## src/hw/rtl/deq_pkg.sv

```systemverilog
// Shared types, codes and defaults for the double-ended queue.
package deq_pkg;

  localparam int DEPTH_DEF = 16;
  localparam int VALUE_W   = 32;
  localparam int COUNT_W   = 5;

  typedef enum logic [1:0] {
    OP_PUSH_BACK  = 2'd0,
    OP_PUSH_FRONT = 2'd1,
    OP_POP_FRONT  = 2'd2,
    OP_POP_BACK   = 2'd3
  } op_e;

  typedef enum logic [1:0] {
    ST_DONE  = 2'd0,
    ST_FULL  = 2'd1,
    ST_EMPTY = 2'd2
  } status_e;

  typedef enum logic {
    CS_IDLE,
    CS_READ
  } ctrl_state_e;

  typedef struct packed {
    op_e                        operation;
    logic signed [VALUE_W-1:0]  push_value;
  } in_t;

  typedef struct packed {
    logic signed [VALUE_W-1:0]  pop_value;
    status_e                    status;
    logic        [COUNT_W-1:0]  count;
    logic                       is_empty;
  } out_t;

  // Controller to datapath.
  typedef struct packed {
    logic accept;       // execute the request on the input port
    logic load_result;  // load the finished result of that request
    logic load_read;    // load the result of a pop from the read data
  } deq_cmd_t;

  // Datapath to controller.
  typedef struct packed {
    logic pop_ok;       // request is a pop that will read storage
  } deq_sts_t;

endpackage

```

## src/hw/rtl/deq_ram.sv

```systemverilog
// Generic single-write, single-read RAM with registered read data.
module deq_ram #(
  parameter int WIDTH = 32,
  parameter int DEPTH = 16
) (
  input  logic                     clk_i,
  input  logic                     we_i,
  input  logic [$clog2(DEPTH)-1:0] waddr_i,
  input  logic [WIDTH-1:0]         wdata_i,
  input  logic                     re_i,
  input  logic [$clog2(DEPTH)-1:0] raddr_i,
  output logic [WIDTH-1:0]         rdata_o
);

  logic [WIDTH-1:0] mem [DEPTH];
  logic [WIDTH-1:0] rdata_q;

  always_ff @(posedge clk_i) begin
    if (we_i) begin
      mem[waddr_i] <= wdata_i;
    end
    if (re_i) begin
      rdata_q <= mem[raddr_i];
    end
  end

  assign rdata_o = rdata_q;

endmodule

```

## src/hw/rtl/deq_ctrl.sv

```systemverilog
// Controller state machine: handshakes, read wait and output valid.
module deq_ctrl (
  input  logic              clk_i,
  input  logic              rst_ni,
  input  logic              in_valid_i,
  output logic              in_stall_o,
  output logic              out_valid_o,
  input  logic              out_stall_i,
  input  deq_pkg::deq_sts_t sts_i,
  output deq_pkg::deq_cmd_t cmd_o
);
  import deq_pkg::*;

  ctrl_state_e state_q, state_d;
  logic        out_valid_q, out_valid_d;
  logic        out_busy;

  // Output register stays occupied through this edge.
  assign out_busy = out_valid_q && out_stall_i;

  always_ff @(posedge clk_i or negedge rst_ni) begin
    if (!rst_ni) begin
      state_q     <= CS_IDLE;
      out_valid_q <= 1'b0;
    end else begin
      state_q     <= state_d;
      out_valid_q <= out_valid_d;
    end
  end

  always_comb begin
    state_d           = state_q;
    cmd_o             = '0;
    in_stall_o        = 1'b1;
    case (state_q)
      CS_IDLE: begin
        in_stall_o   = out_busy;
        cmd_o.accept = in_valid_i && !out_busy;
        if (cmd_o.accept) begin
          if (sts_i.pop_ok) begin
            state_d = CS_READ;
          end else begin
            cmd_o.load_result = 1'b1;
          end
        end
      end
      CS_READ: begin
        cmd_o.load_read = 1'b1;
        state_d         = CS_IDLE;
      end
      default: begin
        state_d = CS_IDLE;
      end
    endcase

    if (cmd_o.load_result || cmd_o.load_read) begin
      out_valid_d = 1'b1;
    end else if (out_valid_q && !out_stall_i) begin
      out_valid_d = 1'b0;
    end else begin
      out_valid_d = out_valid_q;
    end
  end

  assign out_valid_o = out_valid_q;

endmodule

```

## src/hw/rtl/deq_datapath.sv

```systemverilog
// Datapath: ring indices, entry count, storage and the output register.
module deq_datapath #(
  parameter int DEPTH = deq_pkg::DEPTH_DEF
) (
  input  logic              clk_i,
  input  logic              rst_ni,
  input  deq_pkg::in_t      in_data_i,
  input  deq_pkg::deq_cmd_t cmd_i,
  output deq_pkg::deq_sts_t sts_o,
  output deq_pkg::out_t     out_data_o
);
  import deq_pkg::*;

  localparam int AW = $clog2(DEPTH);
  localparam int CW = $clog2(DEPTH + 1);
  localparam int SW = CW + 1;
  localparam logic [AW-1:0] LAST_IDX = AW'(DEPTH - 1);
  localparam logic [SW-1:0] DEPTH_S  = SW'(DEPTH);
  localparam logic [CW-1:0] DEPTH_C  = CW'(DEPTH);

  logic [AW-1:0] front_q, front_d;
  logic [CW-1:0] count_q, count_d;
  out_t          out_q, res;

  logic          full, empty;
  logic [AW-1:0] front_inc, front_dec, tail_slot, last_slot;
  logic [SW-1:0] tail_sum, last_sum;
  logic          we, re;
  logic [AW-1:0] waddr, raddr;
  logic [VALUE_W-1:0] rdata;

  function automatic logic [COUNT_W-1:0] to_count(input logic [CW-1:0] c);
    logic [CW+COUNT_W-1:0] ext;
    ext = {{COUNT_W{1'b0}}, c};
    return ext[COUNT_W-1:0];
  endfunction

  assign full  = (count_q == DEPTH_C);
  assign empty = (count_q == '0);

  assign front_inc = (front_q == LAST_IDX) ? '0 : front_q + 1'b1;
  assign front_dec = (front_q == '0) ? LAST_IDX : front_q - 1'b1;

  // front + count stays below twice the depth: one compare and subtract wraps it.
  assign tail_sum  = SW'(front_q) + SW'(count_q);
  assign last_sum  = tail_sum - 1'b1;
  always_comb begin
    tail_slot = (tail_sum >= DEPTH_S) ? AW'(tail_sum - DEPTH_S) : AW'(tail_sum);
    last_slot = (last_sum >= DEPTH_S) ? AW'(last_sum - DEPTH_S) : AW'(last_sum);
  end

  assign sts_o.pop_ok = (in_data_i.operation inside {OP_POP_FRONT, OP_POP_BACK}) && !empty;

  always_comb begin
    front_d = front_q;
    count_d = count_q;
    we      = 1'b0;
    re      = 1'b0;
    waddr   = tail_slot;
    raddr   = front_q;
    res     = '0;
    res.status = ST_DONE;
    case (in_data_i.operation)
      OP_PUSH_BACK: begin
        if (full) begin
          res.status = ST_FULL;
        end else begin
          we      = 1'b1;
          count_d = count_q + 1'b1;
        end
      end
      OP_PUSH_FRONT: begin
        if (full) begin
          res.status = ST_FULL;
        end else begin
          we      = 1'b1;
          waddr   = front_dec;
          front_d = front_dec;
          count_d = count_q + 1'b1;
        end
      end
      OP_POP_FRONT: begin
        if (empty) begin
          res.status = ST_EMPTY;
        end else begin
          re      = 1'b1;
          front_d = front_inc;
          count_d = count_q - 1'b1;
        end
      end
      OP_POP_BACK: begin
        if (empty) begin
          res.status = ST_EMPTY;
        end else begin
          re      = 1'b1;
          raddr   = last_slot;
          count_d = count_q - 1'b1;
        end
      end
      default: begin
        res.status = ST_DONE;
      end
    endcase
    res.count    = to_count(count_d);
    res.is_empty = (count_d == '0);
  end

  deq_ram #(
    .WIDTH (VALUE_W),
    .DEPTH (DEPTH)
  ) u_ram (
    .clk_i   (clk_i),
    .we_i    (cmd_i.accept && we),
    .waddr_i (waddr),
    .wdata_i (in_data_i.push_value),
    .re_i    (cmd_i.accept && re),
    .raddr_i (raddr),
    .rdata_o (rdata)
  );

  always_ff @(posedge clk_i or negedge rst_ni) begin
    if (!rst_ni) begin
      front_q <= '0;
      count_q <= '0;
    end else if (cmd_i.accept) begin
      front_q <= front_d;
      count_q <= count_d;
    end
  end

  // Count already holds the post-pop value when the read data lands.
  always_ff @(posedge clk_i) begin
    if (cmd_i.load_result) begin
      out_q <= res;
    end else if (cmd_i.load_read) begin
      out_q.pop_value <= rdata;
      out_q.status    <= ST_DONE;
      out_q.count     <= to_count(count_q);
      out_q.is_empty  <= empty;
    end
  end

  assign out_data_o = out_q;

endmodule

```

## src/hw/rtl/double_ended_queue.sv

```systemverilog
// A push or a refused request loads its result into the output register at its transfer;
//   a successful pop first passes the registered RAM read port and then the read state.
// Throughput: one push or refused request per cycle unless the output stalls; a pop stalls the input while it reads.
// The output register takes a result while the previous one leaves in the same cycle.
// Reset clears the front index, entry count, controller state and output valid;
//   entry storage is undefined until written and gets no clearing pass.
module double_ended_queue #(
  parameter int DEPTH = deq_pkg::DEPTH_DEF
) (
  input  logic          clk_i,
  input  logic          rst_ni,
  input  logic          in_valid_i,
  output logic          in_stall_o,
  input  deq_pkg::in_t  in_data_i,
  output logic          out_valid_o,
  input  logic          out_stall_i,
  output deq_pkg::out_t out_data_o
);
  import deq_pkg::*;

  deq_cmd_t cmd;
  deq_sts_t sts;

  // Controller: accepts a transfer when idle and the output register is free
  // (or being drained this edge), and waits in the read state for pop read data.
  deq_ctrl u_ctrl (
    .clk_i       (clk_i),
    .rst_ni      (rst_ni),
    .in_valid_i  (in_valid_i),
    .in_stall_o  (in_stall_o),
    .out_valid_o (out_valid_o),
    .out_stall_i (out_stall_i),
    .sts_i       (sts),
    .cmd_o       (cmd)
  );

  // Datapath: ring buffer indices with wrap at DEPTH, the count, storage
  // and the output register that holds a result until its transfer.
  deq_datapath #(
    .DEPTH (DEPTH)
  ) u_datapath (
    .clk_i      (clk_i),
    .rst_ni     (rst_ni),
    .in_data_i  (in_data_i),
    .cmd_i      (cmd),
    .sts_o      (sts),
    .out_data_o (out_data_o)
  );

endmodule

```

## config.mk

```make
export PLATFORM = sky130hd
export DESIGN_NAME = double_ended_queue
export DESIGN_NICKNAME = d
export VERILOG_FILES = /design/src/hw/rtl/deq_pkg.sv /design/src/hw/rtl/deq_ram.sv /design/src/hw/rtl/deq_ctrl.sv /design/src/hw/rtl/deq_datapath.sv /design/src/hw/rtl/double_ended_queue.sv
export SDC_FILE = /design/constraint.sdc
export NUM_CORES = 1
export LEC_CHECK = 0
export ABC_AREA = 1
export BUFFER_PORTS_ARGS = -buffer_cell sky130_fd_sc_hd__buf_2
export CAP_MARGIN = 20
export CORE_MARGIN = 8
export CORE_UTILIZATION = 33
export CTS_CLUSTER_SIZE = 12
export DETAILED_ROUTE_END_ITERATION = 10
export GPL_TIMING_DRIVEN = 0
export PLACE_DENSITY = 0.57
export SLEW_MARGIN = 30
export SYNTH_ARGS = -nofsm -noshare
export SYNTH_HDL_FRONTEND = slang
export SYNTH_SLANG_ARGS = --single-unit
```

## constraint.sdc

```tcl
create_clock -name clk_i -period 9.7 [get_ports clk_i]
set_clock_uncertainty 0.1 [all_clocks]
set_input_delay 1.455 -clock clk_i [delete_from_list [all_inputs] [get_ports clk_i]]
set_output_delay 1.455 -clock clk_i [all_outputs]
set_load 0.03 [all_outputs]
```

Word-level counts from Yosys, hierarchy flattened
Memories as Yosys holds them, arrays and structs flattened. A register that Yosys moved wholly into a read port is not among the register bits.
Cells that the tools add are included.
- bits in registers: 51
- bits in latches: 0
- RAM bits: 512
- ROM bits: 0
- input bits: 38
- output and inout bits: 42
- memories kept: 1
- memory list (memory ; words ; width ; rd ports ; clocked after Yosys merged registers in ; write ports ; line ; text):
    u_datapath.u_ram.mem ; 16 ; 32 ; 1 ; 1 ; 1 ; deq_ram.sv:15 ; logic [WIDTH-1:0] mem [DEPTH];
- add/subtract/negate cells: 8
- multiply operators: 0
- div/mod/pow operators: 0
- $lt $le $gt $ge: 2
- equality and inequality tests: 7
- shift-type cells: 0
- muxes and demuxes: 35
- bitwise gates (word level): 1
- reductions and logical operators: 21
- operators by type and width (kind ; number):
    $mux W4 ; 10
    $mux W8 ; 2
    $mux W1 ; 15
    $ge A6 B5 Y1 const B ; 2
    $sub A4 B1 Y4 const B ; 3
    $logic_not A5 Y1 ; 2
    $mux W5 ; 2
    $pmux W5 S2 ; 1
    $pmux W4 S2 ; 1
    $reduce_bool A2 Y1 ; 4
    $add A4 B5 Y6 ; 1
    $logic_and A1 B1 Y1 ; 6
    $sub A6 B1 Y6 const B ; 1
    $add A5 B1 Y5 const B ; 1
    $eq A5 B5 Y1 const B ; 1
    $sub A5 B1 Y5 const B ; 1
    $add A4 B1 Y4 const B ; 1
    $eq A2 B2 Y1 const B ; 2
    $eq A4 B4 Y1 const B ; 1
    $logic_not A4 Y1 ; 1
    $mux W2 ; 2
    $ne A2 B2 Y1 const B ; 2
    $pmux W2 S2 ; 1
    $reduce_and A4 Y1 ; 1
    7 further kinds ; 10

Depth between registers and ports, before layout
Gate-level depths: netlist of run 1.
- depth after elaboration: 9
- depth in mapped cells: 15
- gate-level depth less buffers: 14

Cells and area by module
A second synthesis of run 1 with hierarchy kept.
- cell total of the unflattened synthesis: 2473
- area, all modules: 25710.9 sq um
- modules (own cells, without submodules) (module ; instances ; cells each ; area each (sq um)):
    deq_ram ; 1 ; 2120 ; 23050.9
    deq_datapath ; 1 ; 340 ; 2555.0
    deq_ctrl ; 1 ; 13 ; 105.1

Least setup slack after synthesis of run 1
Ideal clock, no wire load.
- kind: input to register
- from: input port in_data_i[33] (netlist name)
- to: memory u_datapath.u_ram.mem[1][0], enable pin
- library setup time: 421 ps
- data arrival time: 3680 ps
- data required time: 9179 ps
- setup slack: 5499 ps
- stages on the path: 7
- path through: inv_1 > ha_1 > nand2_1 > inv_1 > o21ai_0 > nand3_1 > nor2_1
- word-level cells in the longest chain between the ends: 6
- RTL lines (element ; line ; text):
    start, declared ; double_ended_queue.sv:14 ; input deq_pkg::in_t in_data_i,
    $eq A2 B1 Y1 or $logic_not A2 Y1 (tied branches) ; deq_datapath.sv:63 ; case (in_data_i.operation)
    $reduce_or A2 Y1 (no line) ; - ;
    $mux W1 ; - ;
    $logic_and A1 B1 Y1 ; deq_datapath.sv:113 ; .we_i (cmd_i.accept && we),
    $mux W1 ; deq_ram.sv:19 ; if (we_i) begin
    $mux W1 (not written as such) ; deq_ram.sv:20 ; mem[waddr_i] <= wdata_i;
    end, declared ; deq_ram.sv:15 ;
Several ways; a longest one is shown, not always the timed one.

Worst setup path after layout of run 1
- from: register u_datapath.front_q[0]
- to: register u_datapath.u_ram.rdata_q[25], in the netlist u_datapath.u_ram.rdata_o[25] (read register of u_datapath.u_ram.mem) (data pin)
- word-level cells in the longest chain between the ends: 6
- RTL lines (element ; line ; text):
    start, declared ; deq_datapath.sv:21 ; logic [AW-1:0] front_q, front_d;
    start signal, assigned ; deq_datapath.sv:126 ; front_q <= front_d;
    $add A4 B5 Y6 ; deq_datapath.sv:45 ; assign tail_sum = SW'(front_q) + SW'(count_q);
    $sub A6 B1 Y6 ; deq_datapath.sv:46 ; assign last_sum = tail_sum - 1'b1;
    $ge A6 B5 Y1 or $sub A4 B1 Y4 (tied branches) ; deq_datapath.sv:49 ; last_slot = (last_sum >= DEPTH_S) ? AW'(last_sum - DEPTH_S) : AW'(last_sum);
    $mux W4 ; deq_datapath.sv:49 ;
    $mux W4 ; deq_datapath.sv:92 ; if (empty) begin
    $mux W4 * ; deq_datapath.sv:63 ;
    end, declared ; deq_ram.sv:16 ; logic [WIDTH-1:0] rdata_q;
Every way passes the cells marked *; elsewhere a longest branch is shown, timed or not.
A chain may end at the register's enable or synchronous reset.

==> metrics, run 1 <==
status finished, final reports clean; final worst slack 5.94 ns; Max-Cap Viols 0; total gr overflow 0; Core ar. 0.0786 sq mm; GPL Wtd Cong around 0.86; Fillers between 7k and 8k; initial DRC count between 1.5k and 2k; P_int 0.00577 W; HPWL Detailed 53200 um; Final min period 3.76 ns; starting density of the core 33.2%; synthesized area per cell 10.3 sq um; drt pass-1 iters 6; Critical Path Sink Type register; first-pass GRT wire length 112000 um; Critical Path RT 9.86 ns; insertion delay to the later sink of the worst-skew pair 0.60 ns; adder-cell share of the synthesized area 0.652%; vias in the first global route 16.9k; Yosys cell types 34; final period utilization 38.8%; post-CTS sizing 0; Finished Cell Area 0.0309 sq mm; P_sw 0.00422 W; Die Footprint roughly 0.09 sq mm; Worst R2R End u_datapath.u_ram.rdata_o[25]; Cell Area, Synth 0.0261 sq mm; Seq pwr share 32.2%; final core utilization 39.4%; top cell type by total area after synthesis edfxtp_1; initial antenna violation count 2; Final ANT Viol Nets 0; post-synthesis sequential area ratio 67.0%; Post-Place Worst Slack 5.48 ns; max_slew headroom roughly 46%; Clock power frac around 25%; Num CTS Buffers 68; fmax 0.266 GHz; die height 297 um; Final setup viols 0; Final Power between 0.009 and 0.01 W; htree depth 3; post-synthesis async set-or-reset flop share approximately 1.8%; XOR/XNOR share of the synthesized area 0.369%; Top FF cell, synth edfxtp_1; Synth Area in Simple Gates 20.1%; die width roughly 300 um; Hold Path Sink u_datapath.out_data_o[8]; Vias 18.1k; Hold-fix buffers, CTS 0; Top Ports 80; Layout Nets about 2.8k; area delta synth->final 18.5%; min-delay src u_datapath.out_data_o[8]; Post-synth EDFFs 552; Crit Path Max Fanout 10; post-CTS setup buffers 0; P_leak 13.1 nW; WL per Instance 20.1 um; Residual DRC 0; switching part of the total 42.3%; PwrDens 323 mW/mm^2; Worst Max-Slew Pin Slew 0.810 ns; mux cell area share after synthesis 0.0383%; arrival time of the worst setup path 3.92 ns; RSZ-0062 raised after global routing false; R2R depth 12; Total Routing Usage GR 16.9%; Yosys reg bits 595; Via density 4.75; Min-Delay Path Class register to register; final WL between 70000 and 80000 um; placed inst area 0.0288 sq mm; layout cells sized above 1 12.0%; Row Count 103; combinational share of power a little over two fifths; IO buf count 79; RR Startpoint u_datapath.front_q[0]; syn nets 2584; endpoints failing hold 0; Synthesis Warnings 0; TritonCTS Sinks 595; area share of the largest cell type after synthesis between 60% and 70%; startpoint types register; CTS root buf clkbuf_16; worst ir drop on vdd 0.000168 V; hold depth 2; CTS tree yes; combinational family with the most area after synthesis simple AND/OR/NAND/NOR gates; Slew Limit Fails 0; largest net degree at the start of global routing 19; Clock Path Buffers 3; post-synthesis compound-gate area fraction 1.26%; CP Class register to register; Reg2Reg Setup Slack approximately 5.9 ns; Area contributors post-synth edfxtp_1 (63%), nand3_1 (12%), inv_1 (7.8%); Syn Inst Count 2533; clock-pin slew on the worst setup and hold paths 0.06 ns; setup TNS 0 ns
[worst max path at each step]
| stage | from | endpoint | slack (ns) | cells after the start |
|---|---|---|---|---|
| 5_1_grt | u_datapath.count_q[1] | u_datapath.u_ram.mem[12][4] | 5.71 | 12 |
| 6_report | u_datapath.front_q[0] | u_datapath.u_ram.rdata_o[25] | 5.94 | 12 |
| 4_1_cts | u_ctrl.state_q | in_stall_o | 5.89 | 5 |
| 3_5_place_dp | in_data_i[33] | u_datapath.u_ram.mem[12][18] | 5.48 | 10 |
| 3_3_place_gp | in_data_i[33] | u_datapath.u_ram.mem[11][18] | 3.37 | 8 |
| 2_1_floorplan | in_data_i[33] | u_datapath.u_ram.mem[1][0] | 5.50 | 7 |
[synthesized netlist by cell type (2+ instances only)]
master,n
inv_1,544
o21ai_1,3
a21oi_1,35
buf_2,54
nand3_1,623
o21a_1,2
nor2_1,26
nor3_1,4
xnor2_1,4
clkbuf_1,36
nand2_2,2
nand2_1,504
buf_1,4
edfxtp_1,552
dfrtp_1,11
inv_2,3
ha_1,12
dfxtp_1,32
nand2_4,3
nand3_2,2
o21ai_0,22
buf_4,37
xor2_1,7
[cells by family (layout without fill, tap and decap cells)]
| family | after synthesis | count (layout) |
|---|---|---|
| flops | 595 | 595 |
| simple gates | 1170 | 1170 |
| xor+xnor | 11 | 11 |
| mux | 1 | 1 |
| buf+inv | 679 | 912 |
| compound gates | 64 | 64 |
| other cells | 0 | 1 |
| fa+ha+maj | 13 | 13 |
[metal layers]
| layer | up-vias | part of all wire (%) | GRT usage, % |
|---|---|---|---|
| li1 | 8648 | - | - |
| met1 | 8600 | 44 | 23.2 |
| met2 | 745 | 45 | 26.9 |
| met3 | 137 | 7.8 | 3.24 |
| met4 | 4 | 3.1 | 5.28 |
| met5 | - | 0.035 | 0 |
[metrics by stage]
stage,std cells,hold WS [ns]
2_1_floorplan,2533,0.389
3_3_place_gp,3662,0.348
3_5_place_dp,3693,0.352
4_1_cts,3816,0.361
5_1_grt,3816,0.369
6_report,3817,0.358
[power by group through the flow]
stage / combinational (W) / sequential [W] / clock (W)
after floorplan: 0.00239 / 0.00340 / 0
after global placement: 0.00409 / 0.00328 / 0
after detailed placement: 0.00425 / 0.00327 / 0
after CTS: 0.00427 / 0.00322 / 0.00252
after global routing: 0.00464 / 0.00324 / 0.00262
final: 0.00428 / 0.00322 / 0.00249
[worst max-delay path, cell delays in order, from the launching register on]
cell and delay (ns):
dfrtp_1 0.50, ha_1 0.27, fa_1 0.55, inv_1 0.07
ha_1 0.20, xnor2_1 0.16, nand2_1 0.08, nand2_1 0.12
buf_2 0.33, buf_2 0.45, nand3_1 0.19, nand3_1 0.14
nand2_1 0.25
[flip-flops by register name, indices dropped and copies added (netlist names)]
signal / count
u_ctrl.state_q: 1
u_datapath.u_ram.mem: 512
u_datapath.out_data_o: 40
u_datapath.front_q: 4
u_ctrl.out_valid_o: 1
u_datapath.u_ram.rdata_o: 32
u_datapath.count_q: 5
[cell type report]
cell class	count	area [sq um]	share of cell area, %
flip-flops and latches	595	17500	56.5
multi-input cells	1259	6000	19.4
repair buffers	110	1220	3.93
diodes	1	2.50	0.00809
clock buffers	96	1940	6.27
plain buffers	131	701	2.26
clock inverters	27	219	0.708
inverters	548	2060	6.65
well taps	1050	1310	4.25
[cell usage in the layout (no fill, tap or decap), drive strengths merged, types with 2 or more instances in the layout]
cell type / n
nor2: 28
bufinv: 2
clkbuf: 132
ha: 12
inv: 550
edfxtp: 552
nand3: 626
o21ai: 25
xnor2: 4
dfxtp: 32
xor2: 7
buf: 205
clkinv: 22
nor3: 4
a21oi: 35
o21a: 2
nand2: 510
dfrtp: 11
Power figures use the tool's default switching activity.
==> run 2, diff against run 1 <==
ABC_AREA = 0   (was 1)
PLACE_DENSITY = 0.58   (was 0.57)
clock period = 3.25 ns   (was 9.7 ns; I/O delays follow)
==> run 2 against run 1 <==
The flow now finishes with violations (setup timing). Design area down 2.9%. Critical endpoint is now u_datapath.u_ram.rdata_o[18]. Highest routed layer is now met4. Clock-buffer cell count down 7. Sequential power rose to 3.0 times the previous value. Die area down 6.4%. Critical path depth unchanged. Sequential cell count unchanged. First-iteration DRC count down 12%. Via count down 17%. Area after synthesis down 6.7%. Critical path type unchanged. Combinational power rose to 3.0 times the previous value.
==> metrics, run 2 <==
Yosys reg bits 595 (unchanged); Residual DRC 0 (unchanged); P_leak 10.2 nW (-22%); HPWL Detailed 43300 um (-19%); Yosys cell types 54 (+59%); TritonCTS Sinks 595 (unchanged); Min Hold Slack 0.0587 ns (-0.300 ns); endpoints failing hold 0 (unchanged); Largest register FFs 512 (unchanged); CTS root buf clkbuf_16; post-synthesis sequential area ratio 71.8% (+4.8 points); Die Footprint 0.0828 sq mm (-6.4%); first-pass GRT wire length 98900 um (-12%); Critical Path Sink Type register; Antenna diodes 0 (-1); drt pass-1 iters 5 (-1); Final min period 3.27 ns (-0.487 ns); Worst path max stage delay 0.56 ns (about the same); total gr overflow 0 (unchanged); vias in the first global route 15.2k (-10%); Worst Max-Slew Pin Slew 0.899 ns (+0.0882 ns); clock-pin slew on the worst setup and hold paths 0.06 ns (about the same); CP top delay family adder cells; largest net degree at the start of global routing 20 (+1); initial antenna violation count 1 (-1); Vias 15.0k (-17%); min-delay src out_stall_i; Syn Inst Count 1587 (-37%); Crit Path Max Fanout 7 (-3); Clock Path Buffers 3 (unchanged); insertion delay to the later sink of the worst-skew pair 0.64 ns (+0.04 ns); Area contributors post-synth edfxtp_1 (68%), o211ai_1 (5.9%), mux4_2 (5.9%); Total Routing Usage GR 15.8% (-1.1 points); htree depth 2 (-1); Num CTS Buffers 61 (-10%); Max-Cap Viols 0 (unchanged); post-synthesis async set-or-reset flop share 1.85% (unchanged); RSZ-0062 raised after global routing true; Final setup viols 5 (+5); arrival time of the worst setup path 3.50 ns (-0.42 ns); final period utilization 101% (+62 points); Slew Limit Fails 0 (unchanged); area delta synth->final 23.3%; RR Startpoint u_datapath.count_q[0]; WL per Instance 23.9 um (+19%); buffer and inverter count on the worst path 3 (unchanged); Critical Path RT 3.47 ns (-6.39 ns); die height 288 um (-3.2%); worst-path cell chain ha_4 -> fa_2 -> inv_2 -> ha_4 -> xor3_1 -> nand3_2 -> and2_4 -> buf_12 -> buf_12 -> mux4_2 -> o21ai_1 -> nand4_1; syn nets 1638 (-37%); Final ANT Viol Nets 0 (unchanged); final worst slack -0.0238 ns (-5.96 ns); Post-Place Worst Slack -0.849 ns (-6.33 ns); final WL 67300 um (-12%); Via density 5.33 (+12%); area share of the largest cell type after synthesis 68.0% (+4.6 points); Core ar. 0.0731 sq mm (-7.0%); most frequent cells in the layout edfxtp_1 (552), o211ai_1 (193), inv_1 (140), nand3_1 (137), buf_2 (90); Synthesis Warnings 0 (unchanged); Min-Delay Path Class primary input to register; Row Count 99 (-3.9%); synthesized area per cell 15.4 sq um (+49%); startpoint types register; Most flops, register u_datapath.u_ram.mem; Cell Area, Synth 0.0244 sq mm (-6.7%); die width 288 um (-3.2%); hold depth 3 (+1); CP Class register to register; Top FF cell, synth edfxtp_1; max_slew headroom 40.1% (-5.9 points); fmax 0.305 GHz (+15%); slowest CP cell fa_2; starting density of the core 33.3% (+0.12 points); top post-synthesis cells by count edfxtp_1 (552), o211ai_1 (193), inv_1 (143); status finished, violations left; Worst R2R End u_datapath.u_ram.rdata_o[18]; worst ir drop on vdd 0.000590 V (+250%); initial DRC count 1463 (-12%); most frequent cell after synthesis edfxtp_1; PwrDens 968 mW/mm^2 (+200%); CTS tree yes; IO buf count 79 (unchanged); most common cell after layout, fill and taps aside edfxtp_1; Hold Path Sink u_ctrl.out_valid_o; top cell type by total area after synthesis edfxtp_1; Reg2Reg Setup Slack -0.02 ns (-5.96 ns); failing checks setup timing; Top Ports 80 (unchanged); Layout Nets 1864 (-33%); layout cells sized above 1 25.5% (+14 points); Fillers 6530 (-14%); R2R depth 12 (unchanged); Post-synth EDFFs 552 (unchanged); GPL Wtd Cong 0.829 (-3.7%)
-- run 2: report_power, final --
part           internal, W  switching (W)
combinational      0.00515        0.00778
clock              0.00362        0.00289
sequential         0.00935       0.000271
-- run 2: what timing repair did --
action	4_1_cts	5_1_grt
gates resized for setup	195	88
endpoints found under the setup margin	574	472
gates cloned	5	4
pin swaps	34	17
hold endpoints to repair	12	0
buffers inserted	44	8
hold buffers	2	0
-- run 2: tightest hold or removal path: cells and delay by family --
family / cells / cell delay [ns]
buffers and inverters: 1 / 0.09
AO/OA/AOI/OAI: 1 / 0.10
AND/OR/NAND/NOR: 1 / 0.08
-- run 2: how the worst max path moves through the flow --
stage | depth (start not counted) | start | slack (ns) | end
finish | 12 | u_datapath.count_q[0] | -0.02 | u_datapath.u_ram.rdata_o[18]
detailed placement | 12 | u_datapath.front_q[0] | -0.85 | u_datapath.u_ram.rdata_o[18]
global placement | 9 | u_datapath.count_q[0] | -1.63 | u_datapath.u_ram.mem[0][15]
CTS | 13 | u_datapath.count_q[0] | -0.08 | u_datapath.u_ram.rdata_o[21]
floorplan | 9 | u_datapath.count_q[0] | -0.19 | u_datapath.u_ram.mem[0][0]
global route | 12 | u_datapath.count_q[0] | -0.09 | u_datapath.u_ram.rdata_o[18]
-- run 2: logic make-up after synthesis --
| kind of cell | Yosys count | share of synthesized area [%] |
|---|---|---|
| XOR/XNOR | 14 | 0.678 |
| AND/OR/NAND/NOR | 293 | 5.96 |
| AO/OA/AOI/OAI | 310 | 8.60 |
| buffers and inverters | 256 | 4.61 |
| flip-flops | 595 | 71.8 |
| multiplexers | 106 | 7.66 |
| adder cells (fa/ha/maj) | 13 | 0.698 |
-- run 2: per-layer routing --
metal / vias to the layer above / wire length (um) / GRT usage [%]
met5: - / 0 / 0
met4: 0 / 1700 / 4.85
met3: 113 / 4510 / 3.04
met2: 589 / 32200 / 25.7
met1: 7702 / 28900 / 21.4
li1: 6628 / - / -
-- run 2: layout make-up --
type	instances	area (sq um)	share of cell area [%]
Sequential cell	595	17500	58.2
Multi-Input combinational cell	736	6180	20.6
Inverter	143	542	1.80
Tap cell	959	1200	3.99
Buffer	110	960	3.19
Clock inverter	21	175	0.583
Timing Repair Buffer	166	1830	6.09
Clock buffer	89	1660	5.53
-- run 2: metrics by stage --
stage	setup TNS, ns	instances	total power (W)	instance area, sq um	utilization [%]
3_3_place_gp	-647.29	2625	0.0197	26000	35.6
5_1_grt	-1.21	2819	0.0303	30000	41.1
6_report	-0.0576	2819	0.0291	30000	41.1
4_1_cts	-0.817	2811	0.0285	29800	40.7
2_1_floorplan	-53.08	1587	0.0165	24400	-
3_5_place_dp	-297.45	2650	0.0202	26700	36.6
==> run 3, diff against run 2 <==
--- a/config.mk
+++ b/config.mk
@@ -15,2 +15,3 @@
 export GPL_TIMING_DRIVEN = 0
+export HOLD_SLACK_MARGIN = 0.15
 export PLACE_DENSITY = 0.58
--- a/constraint.sdc
+++ b/constraint.sdc
@@ -4,2 +4,2 @@
 set_output_delay 0.4875 -clock clk_i [all_outputs]
-set_load 0.03 [all_outputs]
+set_load 0.005 [all_outputs]
==> run 3 against run 2 <==
The run still ends with setup timing left. Maximum frequency increased by 0.11%. Die area is the same. Sequential cell count unchanged. First-iteration DRC count down 4.6%. Global-route usage about the same. Utilization rose by 0.44 points. Clock-buffer cell count unchanged. Non-clock buffer count grew 32. Total power down 0.89%. Design area rose by 1.1%. Clock power about the same. Sequential share of layout area is 0.61 points lower. Highest routed layer unchanged.
==> metrics, run 3 (synthesis gave the netlist of run 2 again) <==
Crit Path Max Fanout 7 (unchanged); Max-Cap Viols 0 (unchanged); switching part of the total 37.0% (-0.64 points); placed insts 2650 (unchanged); R2R depth 12 (unchanged); CP Depth 12 (unchanged); Final ANT Viol Nets 0 (unchanged); Layout Nets 1896 (+1.7%); Slew Limit Fails 0 (unchanged); drt pass-1 iters 6 (+1); first-pass GRT wire length 99200 um (+0.40%); initial antenna violation count 0 (-1); insertion delay to the later sink of the worst-skew pair 0.64 ns (about the same); area delta synth->final 24.6%; Worst path max stage delay 0.56 ns (about the same); die width 288 um (unchanged); max_slew headroom 40.3% (+0.16 points); Sequential Area 0.0175 sq mm (unchanged); final period utilization 101% (-0.11 points); htree depth 2 (unchanged); CTS tree yes; Row Count 99 (unchanged); Num CTS Buffers 61 (unchanged); Post-Place Worst Slack -0.849 ns (unchanged); fmax 0.306 GHz (+0.11%); die height 288 um (unchanged); clock-pin slew on the worst setup and hold paths 0.06 ns (about the same); Total Routing Usage GR 15.8% (+0.026 points); most frequent cells in the layout edfxtp_1 (552), o211ai_1 (193), inv_1 (140), nand3_1 (137), buf_2 (90); P_leak 10.4 nW (+1.3%); non-filler cells, final 2851 (+1.1%); Critical Path RT 3.48 ns (about the same); combinational share of power 44.0% (-0.5 points); GPL Wtd Cong 0.829 (unchanged); Top Ports 80 (unchanged); Worst R2R End u_datapath.u_ram.rdata_o[18]; Vias 15.2k (+0.83%); slowest CP cell fa_2; total gr overflow 0 (unchanged); Final setup viols 3 (-2); HPWL Detailed 43300 um (unchanged); worst ir drop on vdd 0.000591 V (+0.14%); Final min period 3.27 ns (-0.00352 ns); final WL 67300 um (+0.11%); P_sw 0.0107 W (-2.6%); CTS root buf clkbuf_16; PwrDens 949 mW/mm^2 (-1.9%); Clock power frac 22.6% (+0.2 points); Critical Path Sink Type register; Antenna diodes 0 (unchanged); initial DRC count 1396 (-4.6%); P_int 0.0181 W (+0.12%); Die Footprint 0.0828 sq mm (unchanged); Residual DRC 0 (unchanged); most common cell after layout, fill and taps aside edfxtp_1; startpoint types register; Seq pwr share 33.4% (+0.3 points); buffer and inverter count on the worst path 3 (unchanged); Reg2Reg Setup Slack -0.02 ns (about the same); failing checks setup timing; worst-path cell chain ha_4 -> fa_2 -> inv_2 -> ha_4 -> xor3_1 -> nand3_2 -> and2_4 -> buf_12 -> buf_12 -> mux4_2 -> o21ai_1 -> nand4_1; Min-Delay Path Class primary input to register; Core ar. 0.0731 sq mm (unchanged); WL per Instance 23.6 um (-1.0%); Multi-input gate area 0.00618 sq mm (unchanged); Fillers 6517 (-0.20%); CP top delay family adder cells; vias in the first global route 15.4k (+1.2%); Largest register FFs 512 (unchanged); Most flops, register u_datapath.u_ram.mem; final worst slack -0.0203 ns (+0.00352 ns); arrival time of the worst setup path 3.50 ns (about the same); IO buf count 79 (unchanged); endpoints failing hold 0 (unchanged); CP Launch Point u_datapath.count_q[0]; RR Startpoint u_datapath.count_q[0]; RSZ-0062 raised after global routing true; Via density 5.32 (-0.30%); crit path to u_datapath.u_ram.rdata_o[18]; TritonCTS Sinks 595 (unchanged); largest net degree at the start of global routing 20 (unchanged); layout cells sized above 1 25.1% (-0.43 points); Clock Path Buffers 3 (unchanged); CP Class register to register; starting density of the core 33.3% (unchanged); Worst Max-Slew Pin Slew 0.896 ns (-0.00246 ns); status finished, violations left
## run 3: worst min-delay path by stage
stage | start | to | slack, ns | cells past startpoint
finish | in_data_i[28] | u_datapath.u_ram.mem[13][28] | 0.18 | 1
global route | in_data_i[28] | u_datapath.u_ram.mem[9][28] | 0.17 | 1
CTS | in_data_i[28] | u_datapath.u_ram.mem[9][28] | 0.16 | 1
detailed placement | rst_ni | u_datapath.front_q[2] | 0.29 | 1
global placement | rst_ni | u_datapath.front_q[2] | 0.28 | 1
floorplan | rst_ni | u_ctrl.out_valid_o | 0.09 | 0
## run 3: layout make-up
class	count	share of cell area [%]
Sequential cell	595	57.6
Tap cell	959	3.95
Clock buffer	89	5.47
Buffer	110	3.16
Inverter	143	1.78
Clock inverter	21	0.577
Timing Repair Buffer	198	7.08
Multi-Input combinational cell	736	20.3
## run 3: timing repair
item | in CTS | in global routing
buffers inserted | 44 | 8
endpoints found under the hold margin | 463 | 0
pin swaps | 34 | 17
cloned | 5 | 4
hold buffers | 34 | 0
resized for setup | 195 | 88
setup endpoints to repair | 574 | 472
## run 3: power groups by stage
stage               Sequential, W  Combinational (W)  Clock [W]
finish                    0.00963             0.0127    0.00651
detailed placement        0.00978             0.0101          0
CTS                       0.00962             0.0120    0.00664
global route              0.00969             0.0135    0.00689
global placement          0.00978            0.00962          0
floorplan                 0.00973            0.00645          0
## run 3: per-stage QoR
stage          hold slack, ns  power, W  cell area (sq um)  TNS, ns  util (%)
2_1_floorplan          0.0919    0.0162              24400   -53.08         -
3_3_place_gp            0.283    0.0194              26000  -647.29      35.6
3_5_place_dp            0.288    0.0199              26700  -297.45      36.6
4_1_cts                 0.155    0.0283              30100   -0.817      41.2
5_1_grt                 0.167    0.0300              30400    -1.21      41.5
6_report                0.184    0.0288              30400  -0.0309      41.5
## run 3: routing by layer
metal / routed length, um / share of wire [%] / vias to the layer above / track usage [%]
li1: - / - / 6690 / -
met1: 29000 / 43 / 7749 / 21.5
met2: 32100 / 48 / 594 / 25.7
met3: 4450 / 6.6 / 124 / 2.92
met4: 1780 / 2.6 / 0 / 4.87
met5: 0 / 0 / - / 0
## run 3: worst register-to-register path: cells and delay by family (launching register included)
| kind | cells | cell delay, ns |
|---|---|---|
| XOR/XNOR | 1 | 0.21 |
| multiplexers | 1 | 0.29 |
| adder cells (fa/ha/maj) | 3 | 0.89 |
| AO/OA/AOI/OAI | 1 | 0.09 |
| flip-flops | 1 | 0.45 |
| AND/OR/NAND/NOR | 3 | 0.57 |
| buffers and inverters | 3 | 0.36 |
